[config.mk]
export PLATFORM = sky130hd
export DESIGN_NAME = skvis_cell
export DESIGN_NICKNAME = d
export VERILOG_FILES = /design/src/hdl/skvis_pkg.sv /design/src/hdl/skvis_cell.sv
export SDC_FILE = /design/constraint.sdc
export NUM_CORES = 1
export LEC_CHECK = 0
export BUFFER_PORTS_ARGS = -buffer_cell sky130_fd_sc_hd__buf_2
export CAP_MARGIN = 20
export CORE_MARGIN = 2
export CORE_UTILIZATION = 43
export DETAILED_ROUTE_END_ITERATION = 16
export PLACE_DENSITY = 0.77
export REMOVE_ABC_BUFFERS = 1
export SYNTH_ARGS = -nofsm -noshare
export SYNTH_HDL_FRONTEND = slang
export SYNTH_SLANG_ARGS = --single-unit
[constraint.sdc]
create_clock -name i_clk -period 4.2 [get_ports i_clk]
set_clock_uncertainty 0.1 [all_clocks]
set_input_delay 0.63 -clock i_clk [delete_from_list [all_inputs] [get_ports i_clk]]
set_output_delay 0.63 -clock i_clk [all_outputs]
set_load 0.05 [all_outputs]
[src/hdl/skvis_pkg.sv]
package skvis_pkg;

    // field widths fixed by the pair format
    localparam int unsigned KEY_W = 32;
    localparam int unsigned ID_W  = 31;

    // input beat: one (distance, node ordinal) pair
    typedef struct packed {
        logic [KEY_W-1:0] distance;
        logic [ID_W-1:0]  node_id;
        logic             last;
    } t_in_beat;

    // output beat: one ranked pair
    typedef struct packed {
        logic [KEY_W-1:0] sorted_distance;
        logic [ID_W-1:0]  sorted_node_id;
        logic             end_of_run;
        logic             overflowed;
    } t_out_beat;

    // per-cycle command broadcast to every cell
    typedef struct packed {
        logic insert;
        logic shift;
    } t_cell_ctrl;

    // collect pairs, then drain them in order
    typedef enum logic {
        ST_FILL,
        ST_DRAIN
    } t_state;

endpackage

[src/hdl/skvis_cell.sv]
module skvis_cell (
    input  logic                          i_clk,
    input  skvis_pkg::t_cell_ctrl         i_ctrl,
    input  logic                          i_occupied,
    input  logic [skvis_pkg::KEY_W-1:0]   i_new_key,
    input  logic [skvis_pkg::ID_W-1:0]    i_new_id,
    input  logic                          i_left_greater,
    input  logic [skvis_pkg::KEY_W-1:0]   i_left_key,
    input  logic [skvis_pkg::ID_W-1:0]    i_left_id,
    input  logic [skvis_pkg::KEY_W-1:0]   i_right_key,
    input  logic [skvis_pkg::ID_W-1:0]    i_right_id,
    output logic                          o_greater,
    output logic [skvis_pkg::KEY_W-1:0]   o_key,
    output logic [skvis_pkg::ID_W-1:0]    o_id
);

    logic [skvis_pkg::KEY_W-1:0] r_key;
    logic [skvis_pkg::KEY_W-1:0] n_key;
    logic [skvis_pkg::ID_W-1:0]  r_id;
    logic [skvis_pkg::ID_W-1:0]  n_id;

    // an empty cell counts as greater, so the new pair lands on the first free one
    // strict compare keeps equal keys in arrival order
    assign o_greater = !i_occupied || (r_key > i_new_key);

    // insert: move right if displaced, take the new pair at the boundary
    always_comb begin
        n_key = r_key;
        n_id  = r_id;
        priority if (i_ctrl.insert && o_greater) begin
            if (i_left_greater) begin
                n_key = i_left_key;
                n_id  = i_left_id;
            end else begin
                n_key = i_new_key;
                n_id  = i_new_id;
            end
        end else if (i_ctrl.shift) begin
            n_key = i_right_key;
            n_id  = i_right_id;
        end
    end

    // payload registers, no reset needed
    always_ff @(posedge i_clk) begin
        r_key <= n_key;
        r_id  <= n_id;
    end

    assign o_key = r_key;
    assign o_id  = r_id;

endmodule

==> results.md <==
- Share of layout cells above drive strength 1: 0.315
- Setup CP Type: in -> out
- Slew @ Worst Pin: 1.04 ns
- Io pins: 258
- Mux cell area share after synthesis: 0.0549
- Area after DPL: slightly above 7000 µm²
- Simple-gate area share of the yosys netlist: 0.255
- CTS Sinks: 63
- DRC Markers: 0
- Postcts setup bufs: 0
- DR vias: slightly above 6000
- CTS root buffer: clkbuf_16
- Commonest non-fill, non-tap cell in the layout: buf_2
- Fin cells: 1082
- First-pass GRT wire length: 28.1 mm
- Area growth, synth to finish: 26.8%
- Fmax: roughly 270 MHz
- Final Hold Vio Count: 0
- Final hold slack: 0.626 ns
- Worst slew margin: 0.307
- Reg clk slew, reported paths: roughly 0.050 ns
- Congestion Overflow GR: 0
- Gates resized, CTS repair: 0
- Gr usage total: 0.235
- H-tree depth: 3
- Die height: 120 µm
- CTS tree: done
- Most common flop cell mapped by yosys: edfxtp_1
- Yosys reg bits: 63
- Power density cells: about 370 nW/µm²
- Cells after DPL: 1066
- Compound-Gate Fraction of Synth Area: 0.217
- Vias per cell: 5.72
- Clk_lat worst skew: 0.32 ns
- Register Area: approximately 1900 µm²
- Finish-stage setup viols: 0
- Row count: between 40 and 50
- Die ar.: ~15000 µm²
- Final slew viol count: 0
- CTS Buf Count: 9
- Post-synthesis xor/xnor area fraction: 0
- Die Wd: 120 µm
- Most frequent cells in the layout: buf_2, nand2_1, nor2_1
- Data required, critical path: roughly 3.5 ns
- Port bufs: 257
- Async set-reset flop share out of synthesis: 0
- WL per Instance: 16.1 µm
- Fill cells: 1273
- 1st-iter DRT viols: around 520
- WL final: 17.5 mm
- Critical Path AT: 3.03 ns
- Fin crit period: 3.76 ns
- Status: finished clean
- NumNets Final: 1127
- Critical Path End Type: output port
- EDFF count, synth: between 60 and 70
- Initial core utilization: 0.440
- Crit start category: primary input
- Final period utilization: 0.894
- Number of max-cap violations: 0
- Cts hold-fix bufs: 0
- Cells after Synth: 697
- Peak supply drop: 0.219 mV
- Multi-input logic area: 3500 µm²
- Diode count: 0
- GP Congestion: 0.787
- Finished Cell Area: approximately 7400 µm²
- HP Class: in -> reg
- Routed Antenna Nets: 0
- CTS Buffer Depth: 2
- Yosys cell types: 33
- Seq/Total Area, Yosys: 0.325
- CP Max Fanout: 4
- Syn Area/Cell: 8.36 µm²
- Drt first pass iters: 5
- Unrepaired setup endpoints after global routing: false
- Vias in the first global route: 5755
- Leak: 0.00334 µW
- Post-layout util: 0.558
- Yosys warning count: 0
- Largest net degree at the start of global routing: approximately 130
- Initial antenna violation count: 1
- Largest family of logic cells by synthesized area: simple AND/OR/NAND/NOR gates
- DPL Wire Length: 11.9 mm
- Adder-Cell Fraction of Synth Area: 0.0687
- Area of the core: 13200 µm²
- Synth Cell Area: 5830 µm²
[kinds of logic after synthesis]
| group | Yosys count |
|---|---|
| flops | 63 |
| simple gates | 280 |
| compound gates | 184 |
| mux | 32 |
| buf+inv | 106 |
| fa+ha+maj | 32 |
[where the power goes]
part           switching (µW)  leakage [µW]  internal (µW)
Sequential               43.3      0.000635            831
Combinational             798       0.00258            371
Clock                     276      0.000126            397
[through the flow]
| stage | power [µW] | worst slack, ns | TNS, ns |
|---|---|---|---|
| floorplan | 1680 | -3.95 | -377.88 |
| CTS | 2730 | 0.483 | 0 |
| detailed placement | 2050 | 0.502 | 0 |
| global placement | 2040 | 0.504 | 0 |
| finish | 2720 | 0.444 | 0 |
| global route | 2860 | 0.311 | 0 |
[Yosys cell counts, types with 4 or more instances]
cell type | n | area share
ha_1 | 32 | 0.069
mux2i_1 | 32 | 0.055
inv_1 | 33 | 0.021
buf_2 | 15 | 0.013
nand4_1 | 6 | 0.0064
o21ai_0 | 6 | 0.0052
edfxtp_1 | 63 | 0.32
nand3_1 | 4 | 0.0034
nor4b_1 | 63 | 0.095
nand2_1 | 71 | 0.046
o211ai_1 | 32 | 0.041
nor2_1 | 66 | 0.042
a21oi_1 | 13 | 0.011
nor3_1 | 63 | 0.054
o22ai_1 | 63 | 0.068
buf_6 | 5 | 0.0097
clkbuf_1 | 47 | 0.030
o21a_1 | 62 | 0.080
[path summary, 6_finish.rpt]
check                       from             endpoint  slack, ns  depth (start not counted)
max                i_new_key[30]            o_greater       0.44                          9
min               i_right_id[14]   o_id[14]$_DFFE_PP_       0.63                          3
max reg2reg  o_key[30]$_DFFE_PP_   o_id[30]$_DFFE_PP_       1.14                          8
min reg2reg  o_key[31]$_DFFE_PP_  o_key[10]$_DFFE_PP_       1.28                          5
[layer usage]
layer	wire, µm	global-route usage	up-vias
met4	259	0.0581	2
li1	-	-	3040
met5	13	0	-
met2	8440	0.409	263
met3	1360	0.0552	20
met1	7390	0.294	2863
[state kept, by name (all words and copies together) (netlist names)]
register	cells
o_id	31
o_key	32
[layout make-up]
class / instances / share of cell area
inverter: 33 / 0.0168
clock buffer: 12 / 0.0320
clock inverter: 4 / 0.00305
tap: 176 / 0.0298
sequential: 63 / 0.256
multi-input combinational: 528 / 0.474
timing repair buffer: 266 / 0.189
[critical path, cell delays in order]
cell	delay [ns]
buf_2	0.07
inv_1	0.04
ha_1	0.31
nand4_1	0.19
nor4_1	0.56
o31a_2	0.30
nor2_1	0.05
o21ai_0	0.49
buf_2	0.38
(Power assumes the default switching activity.)
